===== config.mk =====
export PLATFORM = sky130hd
export DESIGN_NAME = traffic_strip_display_flat
export DESIGN_NICKNAME = d
export VERILOG_FILES = /design/src/rtl/core/tsd_pkg.sv /design/src/rtl/core/tsd_if.sv /design/src/rtl/core/tsd_ctrl.sv /design/src/rtl/core/tsd_dp.sv /design/src/rtl/core/traffic_strip_display.sv /design/src/flat_wrapper.sv
export SDC_FILE = /design/constraint.sdc
export NUM_CORES = 2
export LEC_CHECK = 0
export BUFFER_PORTS_ARGS = -buffer_cell sky130_fd_sc_hd__buf_2
export CAP_MARGIN = 30
export CORE_MARGIN = 4
export CORE_UTILIZATION = 50
export CTS_CLUSTER_SIZE = 25
export DETAILED_ROUTE_END_ITERATION = 10
export GPL_TIMING_DRIVEN = 0
export HOLD_SLACK_MARGIN = 0.1
export PLACE_DENSITY = 0.64
export SLEW_MARGIN = 20
export SYNTH_ARGS = -nofsm -noshare
export SYNTH_HDL_FRONTEND = slang
export SYNTH_HIERARCHICAL = 1
export SYNTH_SLANG_ARGS = --single-unit
export TNS_END_PERCENT = 30

===== constraint.sdc =====
create_clock -name clk -period 16.5 [get_ports clk]
set_input_delay 0.825 -clock clk [delete_from_list [all_inputs] [get_ports clk]]
set_output_delay 0.825 -clock clk [all_outputs]
set_load 0.02 [all_outputs]

===== src/rtl/core/tsd_pkg.sv =====
// Package for the traffic strip display: sizes, slot and command codes,
// register indexes and the controller/datapath command and status structs.
// No dependencies; the controller, datapath, top level and checkers import it.
package tsd_pkg;

	// Strip geometry
	localparam int COLUMNS     = 10;
	localparam int DECAY_STEPS = 3;
	localparam int STRIP_ROWS  = 2;
	localparam int COL_W       = $clog2(COLUMNS);
	localparam int PIX_COUNT   = 2 * COLUMNS;
	localparam int PIX_W       = $clog2(PIX_COUNT);

	// Slot codes
	typedef logic [2:0] slot_t;
	localparam slot_t SLOT_EMPTY  = 3'd0;
	localparam slot_t SLOT_HEAD   = 3'd1;
	localparam slot_t SLOT_TAIL   = 3'd2;
	localparam slot_t SLOT_DECAY2 = 3'd3;
	localparam slot_t SLOT_DECAY3 = 3'd4;
	localparam slot_t SLOT_TOOTH  = 3'd5;

	// Input commands
	typedef logic [2:0] cmd_code_t;
	localparam cmd_code_t CMD_TICK      = 3'd0;
	localparam cmd_code_t CMD_RX_FRAMES = 3'd1;
	localparam cmd_code_t CMD_TX_FRAMES = 3'd2;
	localparam cmd_code_t CMD_RX_DROPS  = 3'd3;
	localparam cmd_code_t CMD_TX_FAILS  = 3'd4;
	localparam cmd_code_t CMD_RENDER    = 3'd5;

	// Configuration register indexes
	typedef logic [2:0] cfg_idx_t;
	localparam cfg_idx_t CFG_HEAD_PCT   = 3'd0;
	localparam cfg_idx_t CFG_DECAY1_PCT = 3'd1;
	localparam cfg_idx_t CFG_DECAY2_PCT = 3'd2;
	localparam cfg_idx_t CFG_DECAY3_PCT = 3'd3;
	localparam cfg_idx_t CFG_SLOW_IVL   = 3'd4;
	localparam cfg_idx_t CFG_FAST_IVL   = 3'd5;
	localparam cfg_idx_t CFG_IN_ROW     = 3'd6;
	localparam cfg_idx_t CFG_OUT_ROW    = 3'd7;

	// Strip sides
	localparam logic SIDE_IN  = 1'b0;
	localparam logic SIDE_OUT = 1'b1;

	// Row generator seed
	localparam logic [31:0] RAND_SEED = 32'h9E37_79B9;

	// Divide by 100 as multiply by reciprocal; exact for products below 43690
	localparam logic [12:0] RECIP_MUL   = 13'd5243;
	localparam int          RECIP_SHIFT = 19;
	localparam logic [7:0]  CHAN_MAX    = 8'hFF;

	// Controller to datapath
	typedef struct packed {
		logic             load;       // capture the accepted item
		logic             note;       // add event count to a counter
		logic             count;      // advance the tick counter
		logic             step;       // shift one strip and fill its entry
		logic             side;       // strip for step or pixel issue
		logic             issue;      // push a result into the pipeline
		logic             issue_tick; // result is a tick result
		logic [COL_W-1:0] col;        // column of the pixel issued
		logic             last;       // final result of the item
	} tsd_cmd_t;

	// Datapath to controller
	typedef struct packed {
		logic step_due;  // this tick reaches the interval
		logic issue_ok;  // pipeline stage one can take a result
	} tsd_sts_t;

	// One xorshift32 step
	function automatic logic [31:0] xorshift32(input logic [31:0] v);
		logic [31:0] t;
		t = v ^ (v << 13);
		t = t ^ (t >> 17);
		t = t ^ (t << 5);
		return t;
	endfunction

endpackage


===== src/rtl/core/tsd_if.sv =====
// Channel interfaces of the traffic strip display: input items, result items
// and the configuration write channel. No dependencies.
interface tsd_item_if;
	logic        valid;
	logic        ready;
	logic [2:0]  command;
	logic        slow_band;
	logic [15:0] event_count;
	logic [23:0] bus_color;

	modport source (output valid, command, slow_band, event_count, bus_color, input ready);
	modport sink (input valid, command, slow_band, event_count, bus_color, output ready);
endinterface

interface tsd_result_if;
	logic        valid;
	logic        ready;
	logic        changed;
	logic [3:0]  pixel_column;
	logic [2:0]  pixel_row;
	logic [23:0] pixel_color;
	logic        last;

	modport source (output valid, changed, pixel_column, pixel_row, pixel_color, last,
		input ready);
	modport sink (input valid, changed, pixel_column, pixel_row, pixel_color, last,
		output ready);
endinterface

interface tsd_cfg_if;
	logic       valid;
	logic       ready;
	logic [2:0] index;
	logic [7:0] data;

	modport source (output valid, index, data, input ready);
	modport sink (input valid, index, data, output ready);
endinterface


===== src/rtl/core/tsd_ctrl.sv =====
// Controller of the traffic strip display: sequences tick, note and render
// items and issues commands to the datapath. Depends on tsd_pkg.
module tsd_ctrl (
	input  logic              clk,
	input  logic              arst_n,
	input  logic              in_valid,
	input  logic [2:0]        in_command,
	output logic              in_ready,
	input  tsd_pkg::tsd_sts_t sts,
	output tsd_pkg::tsd_cmd_t cmd
);
	import tsd_pkg::*;

	localparam logic [2:0] ST_IDLE     = 3'd0;
	localparam logic [2:0] ST_NOTE     = 3'd1;
	localparam logic [2:0] ST_COUNT    = 3'd2;
	localparam logic [2:0] ST_STEP_IN  = 3'd3;
	localparam logic [2:0] ST_STEP_OUT = 3'd4;
	localparam logic [2:0] ST_TICK_OUT = 3'd5;
	localparam logic [2:0] ST_RENDER   = 3'd6;

	logic [2:0]       state_q, state_d;
	logic             side_q, side_d;
	logic [COL_W-1:0] col_q, col_d;
	logic             accept;
	logic             col_end;

	assign in_ready = (state_q == ST_IDLE);
	assign accept   = in_valid && in_ready;
	assign col_end  = (col_q == COL_W'(COLUMNS - 1));

	// Next state and commands
	always_comb begin
		state_d = state_q;
		side_d  = side_q;
		col_d   = col_q;
		cmd     = '0;
		unique case (state_q)
			ST_IDLE: begin
				cmd.load = accept;
				if (accept) begin
					unique case (in_command)
						CMD_TICK: state_d = ST_COUNT;
						CMD_RX_FRAMES, CMD_TX_FRAMES, CMD_RX_DROPS, CMD_TX_FAILS:
							state_d = ST_NOTE;
						CMD_RENDER: begin
							state_d = ST_RENDER;
							side_d  = SIDE_IN;
							col_d   = '0;
						end
						default: state_d = ST_IDLE;
					endcase
				end
			end
			ST_NOTE: begin
				cmd.note = 1'b1;
				state_d  = ST_IDLE;
			end
			ST_COUNT: begin
				cmd.count = 1'b1;
				state_d   = sts.step_due ? ST_STEP_IN : ST_TICK_OUT;
			end
			ST_STEP_IN: begin
				cmd.step = 1'b1;
				cmd.side = SIDE_IN;
				state_d  = ST_STEP_OUT;
			end
			ST_STEP_OUT: begin
				cmd.step = 1'b1;
				cmd.side = SIDE_OUT;
				state_d  = ST_TICK_OUT;
			end
			ST_TICK_OUT: begin
				if (sts.issue_ok) begin
					cmd.issue      = 1'b1;
					cmd.issue_tick = 1'b1;
					cmd.last       = 1'b1;
					state_d        = ST_IDLE;
				end
			end
			ST_RENDER: begin
				cmd.side = side_q;
				cmd.col  = col_q;
				cmd.last = (side_q == SIDE_OUT) && col_end;
				if (sts.issue_ok) begin
					cmd.issue = 1'b1;
					if (col_end) begin
						col_d  = '0;
						side_d = SIDE_OUT;
						if (side_q == SIDE_OUT) begin
							state_d = ST_IDLE;
						end
					end else begin
						col_d = col_q + COL_W'(1);
					end
				end
			end
			default: state_d = ST_IDLE;
		endcase
	end

	// State registers
	always_ff @(posedge clk or negedge arst_n) begin
		if (!arst_n) begin
			state_q <= ST_IDLE;
			side_q  <= SIDE_IN;
			col_q   <= '0;
		end else begin
			state_q <= state_d;
			side_q  <= side_d;
			col_q   <= col_d;
		end
	end

endmodule


===== src/rtl/core/tsd_dp.sv =====
// Datapath of the traffic strip display: configuration, strips, counters,
// row generator and the two-stage pixel pipeline. Depends on tsd_pkg, tsd_if.
module tsd_dp (
	input  logic              clk,
	input  logic              arst_n,
	input  tsd_pkg::tsd_cmd_t cmd,
	output tsd_pkg::tsd_sts_t sts,
	input  logic [2:0]        item_command,
	input  logic              item_slow_band,
	input  logic [15:0]       item_event_count,
	input  logic [23:0]       item_bus_color,
	tsd_cfg_if.sink           cfg,
	tsd_result_if.source      result_out
);
	import tsd_pkg::*;

	// Configuration
	logic [6:0] head_pct_q, decay1_pct_q, decay2_pct_q, decay3_pct_q;
	logic [7:0] slow_ivl_q, fast_ivl_q;
	logic [2:0] in_row_q, out_row_q;

	// Captured item
	logic [2:0]  command_q;
	logic        band_q;
	logic [15:0] count_q;
	logic [23:0] color_q;

	// Strip state
	slot_t       slot_q [2][COLUMNS];
	logic        mark_q [2][COLUMNS];
	logic [1:0]  trail_q [2];
	logic [31:0] pending_q [2];
	logic [31:0] failed_q [2];
	logic [7:0]  step_q;
	logic [31:0] rand_q;
	logic        changed_q;

	// Pipeline and output
	logic        valid_s1;
	logic        chg_s1;
	logic [3:0]  col_s1;
	logic [2:0]  row_s1;
	logic [14:0] prod_s1 [3];
	logic        last_s1;
	logic        out_valid_q;
	logic        res_changed_q;
	logic [3:0]  res_col_q;
	logic [2:0]  res_row_q;
	logic [23:0] res_color_q;
	logic        res_last_q;

	logic        out_free, s1_move;
	logic        due_now, s1_open;
	logic [7:0]  cnt_next, interval;
	logic        fail_hit, trail_hit, pend_hit;
	slot_t       fill_code;
	logic        head_fill;
	logic [1:0]  decay_idx;
	logic [31:0] new_rnd;
	logic        new_mark;
	logic        step_chg;
	logic [31:0] note_cur;
	logic [32:0] note_sum;
	logic [31:0] note_res;
	slot_t       rd_code;
	logic        rd_mark;
	logic [6:0]  rd_pct;
	logic [2:0]  rd_row0;

	// Divide a channel product by 100 and clamp to 8 bits
	function automatic logic [7:0] chan_div(input logic [14:0] p);
		logic [27:0] m;
		logic [8:0]  qt;
		m  = 28'(p) * 28'(RECIP_MUL);
		qt = m[RECIP_SHIFT +: 9];
		return (qt > 9'(CHAN_MAX)) ? CHAN_MAX : qt[7:0];
	endfunction

	// Configuration writes
	assign cfg.ready = 1'b1;
	always_ff @(posedge clk or negedge arst_n) begin
		if (!arst_n) begin
			head_pct_q   <= 7'd100;
			decay1_pct_q <= 7'd60;
			decay2_pct_q <= 7'd30;
			decay3_pct_q <= 7'd10;
			slow_ivl_q   <= 8'd4;
			fast_ivl_q   <= 8'd1;
			in_row_q     <= 3'd0;
			out_row_q    <= 3'd3;
		end else if (cfg.valid && cfg.ready) begin
			unique case (cfg.index)
				CFG_HEAD_PCT:   head_pct_q   <= cfg.data[6:0];
				CFG_DECAY1_PCT: decay1_pct_q <= cfg.data[6:0];
				CFG_DECAY2_PCT: decay2_pct_q <= cfg.data[6:0];
				CFG_DECAY3_PCT: decay3_pct_q <= cfg.data[6:0];
				CFG_SLOW_IVL:   slow_ivl_q   <= cfg.data;
				CFG_FAST_IVL:   fast_ivl_q   <= cfg.data;
				CFG_IN_ROW:     in_row_q     <= cfg.data[2:0];
				CFG_OUT_ROW:    out_row_q    <= cfg.data[2:0];
			endcase
		end
	end

	// Item capture
	always_ff @(posedge clk) begin
		if (cmd.load) begin
			command_q <= item_command;
			band_q    <= item_slow_band;
			count_q   <= item_event_count;
			color_q   <= item_bus_color;
		end
	end

	// Tick counter
	assign cnt_next = step_q + 8'd1;
	assign interval = band_q ? slow_ivl_q : fast_ivl_q;
	assign due_now  = (cnt_next >= interval);

	// Entry fill for the strip being stepped
	always_comb begin
		fail_hit  = (failed_q[cmd.side] != 32'd0);
		trail_hit = (trail_q[cmd.side] != 2'd0);
		pend_hit  = (pending_q[cmd.side] != 32'd0);
		decay_idx = 2'(DECAY_STEPS) - trail_q[cmd.side];
		new_rnd   = xorshift32(rand_q);
		new_mark  = 1'(new_rnd % 32'(STRIP_ROWS));
		head_fill = 1'b0;
		priority if (fail_hit) begin
			fill_code = SLOT_TOOTH;
		end else if (trail_hit) begin
			fill_code = SLOT_TAIL + {1'b0, decay_idx};
		end else if (pend_hit) begin
			fill_code = SLOT_HEAD;
			head_fill = 1'b1;
		end else begin
			fill_code = SLOT_EMPTY;
		end
	end

	// Any slot differs after the shift
	always_comb begin
		step_chg = 1'b0;
		if (cmd.side == SIDE_IN) begin
			for (int x = 0; x < COLUMNS - 1; x++) begin
				step_chg = step_chg | (slot_q[0][x] != slot_q[0][x + 1]);
			end
			step_chg = step_chg | (slot_q[0][COLUMNS - 1] != fill_code);
		end else begin
			for (int x = 1; x < COLUMNS; x++) begin
				step_chg = step_chg | (slot_q[1][x] != slot_q[1][x - 1]);
			end
			step_chg = step_chg | (slot_q[1][0] != fill_code);
		end
	end

	// Note add with 32-bit saturation
	always_comb begin
		priority case (command_q)
			CMD_RX_FRAMES: note_cur = pending_q[0];
			CMD_TX_FRAMES: note_cur = pending_q[1];
			CMD_RX_DROPS:  note_cur = failed_q[0];
			default:       note_cur = failed_q[1];
		endcase
		note_sum = {1'b0, note_cur} + 33'(count_q);
		note_res = note_sum[32] ? '1 : note_sum[31:0];
	end

	// Strips
	always_ff @(posedge clk or negedge arst_n) begin
		if (!arst_n) begin
			for (int s = 0; s < 2; s++) begin
				for (int x = 0; x < COLUMNS; x++) begin
					slot_q[s][x] <= SLOT_EMPTY;
					mark_q[s][x] <= 1'b0;
				end
			end
		end else if (cmd.step) begin
			if (cmd.side == SIDE_IN) begin
				for (int x = 0; x < COLUMNS - 1; x++) begin
					slot_q[0][x] <= slot_q[0][x + 1];
					mark_q[0][x] <= mark_q[0][x + 1];
				end
				slot_q[0][COLUMNS - 1] <= fill_code;
				if (head_fill) begin
					mark_q[0][COLUMNS - 1] <= new_mark;
				end
			end else begin
				for (int x = 1; x < COLUMNS; x++) begin
					slot_q[1][x] <= slot_q[1][x - 1];
					mark_q[1][x] <= mark_q[1][x - 1];
				end
				slot_q[1][0] <= fill_code;
				if (head_fill) begin
					mark_q[1][0] <= new_mark;
				end
			end
		end
	end

	// Counters, trail, row generator, tick flag
	always_ff @(posedge clk or negedge arst_n) begin
		if (!arst_n) begin
			for (int s = 0; s < 2; s++) begin
				trail_q[s]   <= 2'd0;
				pending_q[s] <= 32'd0;
				failed_q[s]  <= 32'd0;
			end
			step_q    <= 8'd0;
			rand_q    <= RAND_SEED;
			changed_q <= 1'b0;
		end else begin
			if (cmd.note) begin
				priority case (command_q)
					CMD_RX_FRAMES: pending_q[0] <= note_res;
					CMD_TX_FRAMES: pending_q[1] <= note_res;
					CMD_RX_DROPS:  failed_q[0]  <= note_res;
					default:       failed_q[1]  <= note_res;
				endcase
			end
			if (cmd.count) begin
				step_q    <= due_now ? 8'd0 : cnt_next;
				changed_q <= 1'b0;
			end
			if (cmd.step) begin
				changed_q <= changed_q | step_chg;
				priority if (fail_hit) begin
					failed_q[cmd.side] <= failed_q[cmd.side] - 32'd1;
					if (pend_hit) begin
						pending_q[cmd.side] <= pending_q[cmd.side] - 32'd1;
					end
					trail_q[cmd.side] <= 2'd0;
				end else if (trail_hit) begin
					trail_q[cmd.side] <= trail_q[cmd.side] - 2'd1;
				end else if (pend_hit) begin
					pending_q[cmd.side] <= pending_q[cmd.side] - 32'd1;
					trail_q[cmd.side]   <= 2'(DECAY_STEPS);
					rand_q              <= new_rnd;
				end
			end
		end
	end

	// Pipeline flow
	assign out_free = !out_valid_q || result_out.ready;
	assign s1_move  = valid_s1 && out_free;
	assign s1_open  = !valid_s1 || s1_move;

	// Status to the controller
	assign sts = '{step_due: due_now, issue_ok: s1_open};

	// Column read for the pixel being issued
	always_comb begin
		rd_code = slot_q[cmd.side][cmd.col];
		rd_mark = mark_q[cmd.side][cmd.col];
		rd_row0 = (cmd.side == SIDE_OUT) ? out_row_q : in_row_q;
		unique case (rd_code)
			SLOT_HEAD:   rd_pct = head_pct_q;
			SLOT_TAIL:   rd_pct = decay1_pct_q;
			SLOT_DECAY2: rd_pct = decay2_pct_q;
			SLOT_DECAY3: rd_pct = decay3_pct_q;
			default:     rd_pct = 7'd0;
		endcase
	end

	// Stage one: channel times percent for a pixel, zeros for a tick
	always_ff @(posedge clk) begin
		if (cmd.issue) begin
			last_s1 <= cmd.last;
			if (cmd.issue_tick) begin
				chg_s1 <= changed_q;
				col_s1 <= 4'd0;
				row_s1 <= 3'd0;
				for (int c = 0; c < 3; c++) begin
					prod_s1[c] <= 15'd0;
				end
			end else begin
				chg_s1 <= 1'b0;
				col_s1 <= 4'(cmd.col);
				row_s1 <= rd_row0 + 3'(rd_mark);
				for (int c = 0; c < 3; c++) begin
					prod_s1[c] <= 15'(color_q[8 * c +: 8]) * 15'(rd_pct);
				end
			end
		end
	end

	// Stage two: divide by 100 into the output register
	always_ff @(posedge clk) begin
		if (s1_move) begin
			res_changed_q <= chg_s1;
			res_col_q     <= col_s1;
			res_row_q     <= row_s1;
			res_color_q   <= {chan_div(prod_s1[2]), chan_div(prod_s1[1]), chan_div(prod_s1[0])};
			res_last_q    <= last_s1;
		end
	end

	// Valid bits
	always_ff @(posedge clk or negedge arst_n) begin
		if (!arst_n) begin
			valid_s1    <= 1'b0;
			out_valid_q <= 1'b0;
		end else begin
			if (cmd.issue) begin
				valid_s1 <= 1'b1;
			end else if (s1_move) begin
				valid_s1 <= 1'b0;
			end
			if (s1_move) begin
				out_valid_q <= 1'b1;
			end else if (result_out.ready) begin
				out_valid_q <= 1'b0;
			end
		end
	end

	assign result_out.valid        = out_valid_q;
	assign result_out.changed      = res_changed_q;
	assign result_out.pixel_column = res_col_q;
	assign result_out.pixel_row    = res_row_q;
	assign result_out.pixel_color  = res_color_q;
	assign result_out.last         = res_last_q;

endmodule


===== src/rtl/core/traffic_strip_display.sv =====
// Tick: one result after the count state, two strip steps when the interval
// is reached, and two pipeline stages; note: no result; render: 20 pixels,
// one per cycle when the sink keeps ready high, through the same stages.
// One item at a time; the controller's sequence sets the rate.
// Reset clears strips, counters, row generator and config to their defaults.
// Top level of the traffic strip display; depends on tsd_pkg, tsd_if,
// tsd_ctrl and tsd_dp.
module traffic_strip_display (
	input  logic         clk,
	input  logic         arst_n,
	tsd_item_if.sink     item_in,
	tsd_result_if.source result_out,
	tsd_cfg_if.sink      cfg
);
	import tsd_pkg::*;

	tsd_cmd_t cmd;
	tsd_sts_t sts;

	tsd_ctrl u_ctrl (
		.clk        (clk),
		.arst_n     (arst_n),
		.in_valid   (item_in.valid),
		.in_command (item_in.command),
		.in_ready   (item_in.ready),
		.sts        (sts),
		.cmd        (cmd)
	);

	tsd_dp u_dp (
		.clk              (clk),
		.arst_n           (arst_n),
		.cmd              (cmd),
		.sts              (sts),
		.item_command     (item_in.command),
		.item_slow_band   (item_in.slow_band),
		.item_event_count (item_in.event_count),
		.item_bus_color   (item_in.bus_color),
		.cfg              (cfg),
		.result_out       (result_out)
	);

endmodule


===== src/flat_wrapper.sv =====
// flat-port wrapper written by rule: the top's interface ports become plain ports
module traffic_strip_display_flat import tsd_pkg::*;
  (clk, arst_n, item_in_valid, item_in_command, item_in_slow_band, item_in_event_count, item_in_bus_color, item_in_ready, result_out_valid, result_out_changed, result_out_pixel_column, result_out_pixel_row, result_out_pixel_color, result_out_last, result_out_ready, cfg_valid, cfg_index, cfg_data, cfg_ready);
  tsd_item_if item_in_i ();
  tsd_result_if result_out_i ();
  tsd_cfg_if cfg_i ();
  input  logic clk;
  input  logic arst_n;
  input wire logic [$bits(item_in_i.valid)-1:0] item_in_valid;
  input wire logic [$bits(item_in_i.command)-1:0] item_in_command;
  input wire logic [$bits(item_in_i.slow_band)-1:0] item_in_slow_band;
  input wire logic [$bits(item_in_i.event_count)-1:0] item_in_event_count;
  input wire logic [$bits(item_in_i.bus_color)-1:0] item_in_bus_color;
  output wire logic [$bits(item_in_i.ready)-1:0] item_in_ready;
  output wire logic [$bits(result_out_i.valid)-1:0] result_out_valid;
  output wire logic [$bits(result_out_i.changed)-1:0] result_out_changed;
  output wire logic [$bits(result_out_i.pixel_column)-1:0] result_out_pixel_column;
  output wire logic [$bits(result_out_i.pixel_row)-1:0] result_out_pixel_row;
  output wire logic [$bits(result_out_i.pixel_color)-1:0] result_out_pixel_color;
  output wire logic [$bits(result_out_i.last)-1:0] result_out_last;
  input wire logic [$bits(result_out_i.ready)-1:0] result_out_ready;
  input wire logic [$bits(cfg_i.valid)-1:0] cfg_valid;
  input wire logic [$bits(cfg_i.index)-1:0] cfg_index;
  input wire logic [$bits(cfg_i.data)-1:0] cfg_data;
  output wire logic [$bits(cfg_i.ready)-1:0] cfg_ready;
  assign item_in_i.valid = item_in_valid;
  assign item_in_i.command = item_in_command;
  assign item_in_i.slow_band = item_in_slow_band;
  assign item_in_i.event_count = item_in_event_count;
  assign item_in_i.bus_color = item_in_bus_color;
  assign item_in_ready = item_in_i.ready;
  assign result_out_valid = result_out_i.valid;
  assign result_out_changed = result_out_i.changed;
  assign result_out_pixel_column = result_out_i.pixel_column;
  assign result_out_pixel_row = result_out_i.pixel_row;
  assign result_out_pixel_color = result_out_i.pixel_color;
  assign result_out_last = result_out_i.last;
  assign result_out_i.ready = result_out_ready;
  assign cfg_i.valid = cfg_valid;
  assign cfg_i.index = cfg_index;
  assign cfg_i.data = cfg_data;
  assign cfg_ready = cfg_i.ready;
  traffic_strip_display u_core (.clk(clk), .arst_n(arst_n), .item_in(item_in_i), .result_out(result_out_i), .cfg(cfg_i));
endmodule

==> results.md <==
* Status: complete, no violations
* Average wire per standard cell at 20.5 um
* Leakage at 0.0211 uW
* Antenna violations before repair at 8
* Die area at 85400 sq um
* Primary FF master, synth: dfrtp_1
* Final hold slack at 0.140 ns
* RSZ-0062 raised after global routing: no
* Min Tclk post-route at 9.96 ns
* Avg Inst Size Synth at 9.77 sq um
* Initial Utilization at 0.508
* Multi-input combinational cell area at 25900 sq um
* Post-synth top area cell: dfrtp_1
* DP Worst Slack at 6.59 ns
* Vias in the first global route at 31200
* Share of cells above drive strength 1 at 0.0965
* DRC errors left at 0
* Int Power at 5160 uW
* CTS buffer count at 54
* Slew HR at 0.224
* Grt ovf at 0
* Core ar. at 79500 sq um
* Yosys cell types at 89
* Sw Share at 0.487
* Final period util at 0.604
* DRT iter0 DRCs at 3034
* Slowest cell on crit path: a222oi_1
* Worst-path maximum fanout at 10
* Total power at 10000 uW
* First-pass GRT wire length at 177 mm
* Most frequent cell after synthesis: inv_1
* Yosys reg bits at 444
* Nets at 5093
* Clk sinks at 444
* Post-synth top area share at 0.171
* Register area at 11800 sq um
* CTS Buffer Depth at 3
* Sum Neg Setup Slack at 0 ns
* Netlist area before placement at 40400 sq um
* Asr flop ratio synth at 0.705
* Sequential-to-total area share from yosys stat at 0.292
* CTS tree: done
* H-tree depth at 2
* Number of port buffers at 92
* Grt met2 use at 0.414
* Share of power burned in registers at 0.197
* Final setup violation count at 0
* Most used routing layer in global routing: met2
* Met3 usage at 0.0390
* Setup WS post-layout at 6.54 ns
* Max incr delay on CP at 0.74 ns
* Number of cells after detailed placement at 5296
* Gr usage total at 0.260
* Synth cell count leaders: inv_1 (529), ha_1 (432), nand2_1 (381), fa_1 (295), dfrtp_1 (276)
* Clock-pin slew on the worst setup and hold paths at 0.06 ns
* Number of synthesized flops with an enable pin at 131
* Final Non-Filler Cells at 5406
* Maximum VDD drop at 201 uV
* Hold-fix buffers, CTS at 0
* Largest net degree at the start of global routing at 92
* Detailed Place HPWL at 86.2 mm
* Crit path DAT at 10.28 ns
* Clock network fraction of design power at 0.127
* Worst Skew at 0.0589 ns
* Worst hold path class: in -> async
* Vias at 30900
* Combinational share of power at 0.676
* Worst setup path class: reg -> reg
* CTS resizes at 0
* Slew Limit Fails at 0
* Via/cell ratio at 5.72
* Die height at 292 um
* Max-cap violations at 0
* Syn Nets at 4925
* Fill count at 7119
* Drt total wl at 111 mm
* Clock latency on the worst-skew pair at 0.65 ns
* Area Overhead vs Synth at 9.80%
* Top cells by area, synth: dfrtp_1 (17%), fa_1 (15%), ha_1 (13%), edfxtp_1 (9.7%), inv_1 (4.9%)
* Syn Inst Count at 4138
* CTS Root Cell: clkbuf_16
* Net Switching at 4890 uW
* Worst-Margin Slew at 1.16 ns
* Final-report hold violation count at 0
* Power per cell area at 226 nW/um^2
* Grt met1 use at 0.362
* Routability cong. at 1.01
* Crit start category: register
* Antenna Nets Post-Route at 0
* Yosys warns at 6
* FMAX at 100 MHz
* Worst Path Required at 16.82 ns
* Setup crit end kind: register
* First-pass DRT Iterations at 6
* Post-CTS setup buffer count at 0
* IO Count at 96
* Std-Cell Rows at 103
* Die Width at 292 um
## path summary, 6_finish.rpt
kind                       slack [ns]                                      to  depth (start not counted)                     start
setup reg to reg                 6.54              u_core/u_dp/prod_s1[0][29]                         31  u_core/u_ctrl/state_q[1]
min in group clk                 0.34                 u_core/u_dp/count_q[11]                          1   item_in_event_count[11]
hold reg to reg                  0.43  u_core/u_dp/result_out.pixel_column[0]                          0     u_core/u_dp/col_s1[0]
setup / recovery                 6.54              u_core/u_dp/prod_s1[0][29]                         31  u_core/u_ctrl/state_q[1]
hold / removal                   0.14                  u_core/u_dp/rand_q[29]                          1                    arst_n
max in group asynchronous       15.05               u_core/u_dp/slow_ivl_q[2]                          3                    arst_n
## sequential cells by signal, summed over array words and instances (netlist names), 4 cells and up
| name | count |
|---|---|
| u_core/u_dp/failed_q | 64 |
| u_core/u_dp/rand_q | 32 |
| u_core/u_dp/slot_q | 60 |
| u_core/u_dp/step_q | 8 |
| u_core/u_dp/result_out.pixel_column | 4 |
| u_core/u_dp/result_out.pixel_color | 24 |
| u_core/u_ctrl/col_q | 4 |
| u_core/u_dp/count_q | 16 |
| u_core/u_dp/decay1_pct_q | 7 |
| u_core/u_dp/slow_ivl_q | 8 |
| u_core/u_dp/head_pct_q | 7 |
| u_core/u_dp/fast_ivl_q | 8 |
| u_core/u_dp/trail_q | 4 |
| u_core/u_dp/pending_q | 64 |
| u_core/u_dp/prod_s1 | 45 |
| u_core/u_dp/decay2_pct_q | 7 |
| u_core/u_dp/mark_q | 20 |
| u_core/u_dp/color_q | 24 |
| u_core/u_dp/col_s1 | 4 |
| u_core/u_dp/decay3_pct_q | 7 |
## cell families after synthesis
kind of cell	share of synthesized area
AO/OA/AOI/OAI	0.110
flip-flops	0.292
adder cells (fa/ha/maj)	0.280
XOR/XNOR	0.0516
other	0.0000928
multiplexers	0.0571
AND/OR/NAND/NOR	0.143
buffers and inverters	0.0663
## cell usage in the layout, fill, tap and decap left out, drive strengths merged, types with 22 or more instances in the layout
cell / count
and2: 63
nand4: 25
nand2b: 73
inv: 533
a21o: 69
nor4: 22
nand2: 381
nor2b: 98
o22ai: 26
mux2: 83
a211oi: 43
nor3b: 23
clkbuf: 192
buf: 156
xnor2: 122
edfxtp: 131
mux2i: 90
nor3: 86
a21oi: 122
nor2: 256
a22oi: 30
ha: 432
dfstp: 37
xor2: 116
o21ai: 182
fa: 295
nand3: 47
dfrtp: 276
or3: 26
## power groups by stage
stage | clock network, uW | registers (uW) | logic [uW]
after detailed placement | 0 | 1970 | 6740
final | 1280 | 1970 | 6790
after global placement | 0 | 1970 | 6550
after floorplan | 0 | 1840 | 5010
after global routing | 1360 | 2010 | 7830
after CTS | 1310 | 1950 | 6800
## final cells by class
| class | count | area share |
|---|---|---|
| diodes | 4 | 0.000226 |
| plain buffers | 161 | 0.0156 |
| clock buffers | 77 | 0.0361 |
| clock inverters | 25 | 0.00708 |
| inverters | 530 | 0.0449 |
| multi-input cells | 3003 | 0.585 |
| flip-flops and latches | 444 | 0.266 |
| well taps | 1050 | 0.0296 |
| repair buffers | 112 | 0.0158 |
## worst max-delay path: cells and delay by family (launching register included)
kind            cells  cell delay, ns
buf+inv            12            2.96
flops               1            0.35
fa+ha+maj           5            2.24
compound gates      7            2.40
simple gates        5            0.97
mux                 1            0.53
xor+xnor            1            0.19
## per-stage QoR
stage,instance area [sq um],utilization
after detailed placement,42400,0.534
after global placement,42200,0.531
after global routing,44400,0.558
after CTS,44300,0.558
after floorplan,40400,-
final,44400,0.558
## per-layer routing
| layer | wire length [um] | vias to the layer above |
|---|---|---|
| met2 | 50100 | 1124 |
| met4 | 4610 | 2 |
| li1 | - | 14500 |
| met5 | 11 | - |
| met3 | 7770 | 267 |
| met1 | 48200 | 15100 |
(Power assumes the default switching activity.)
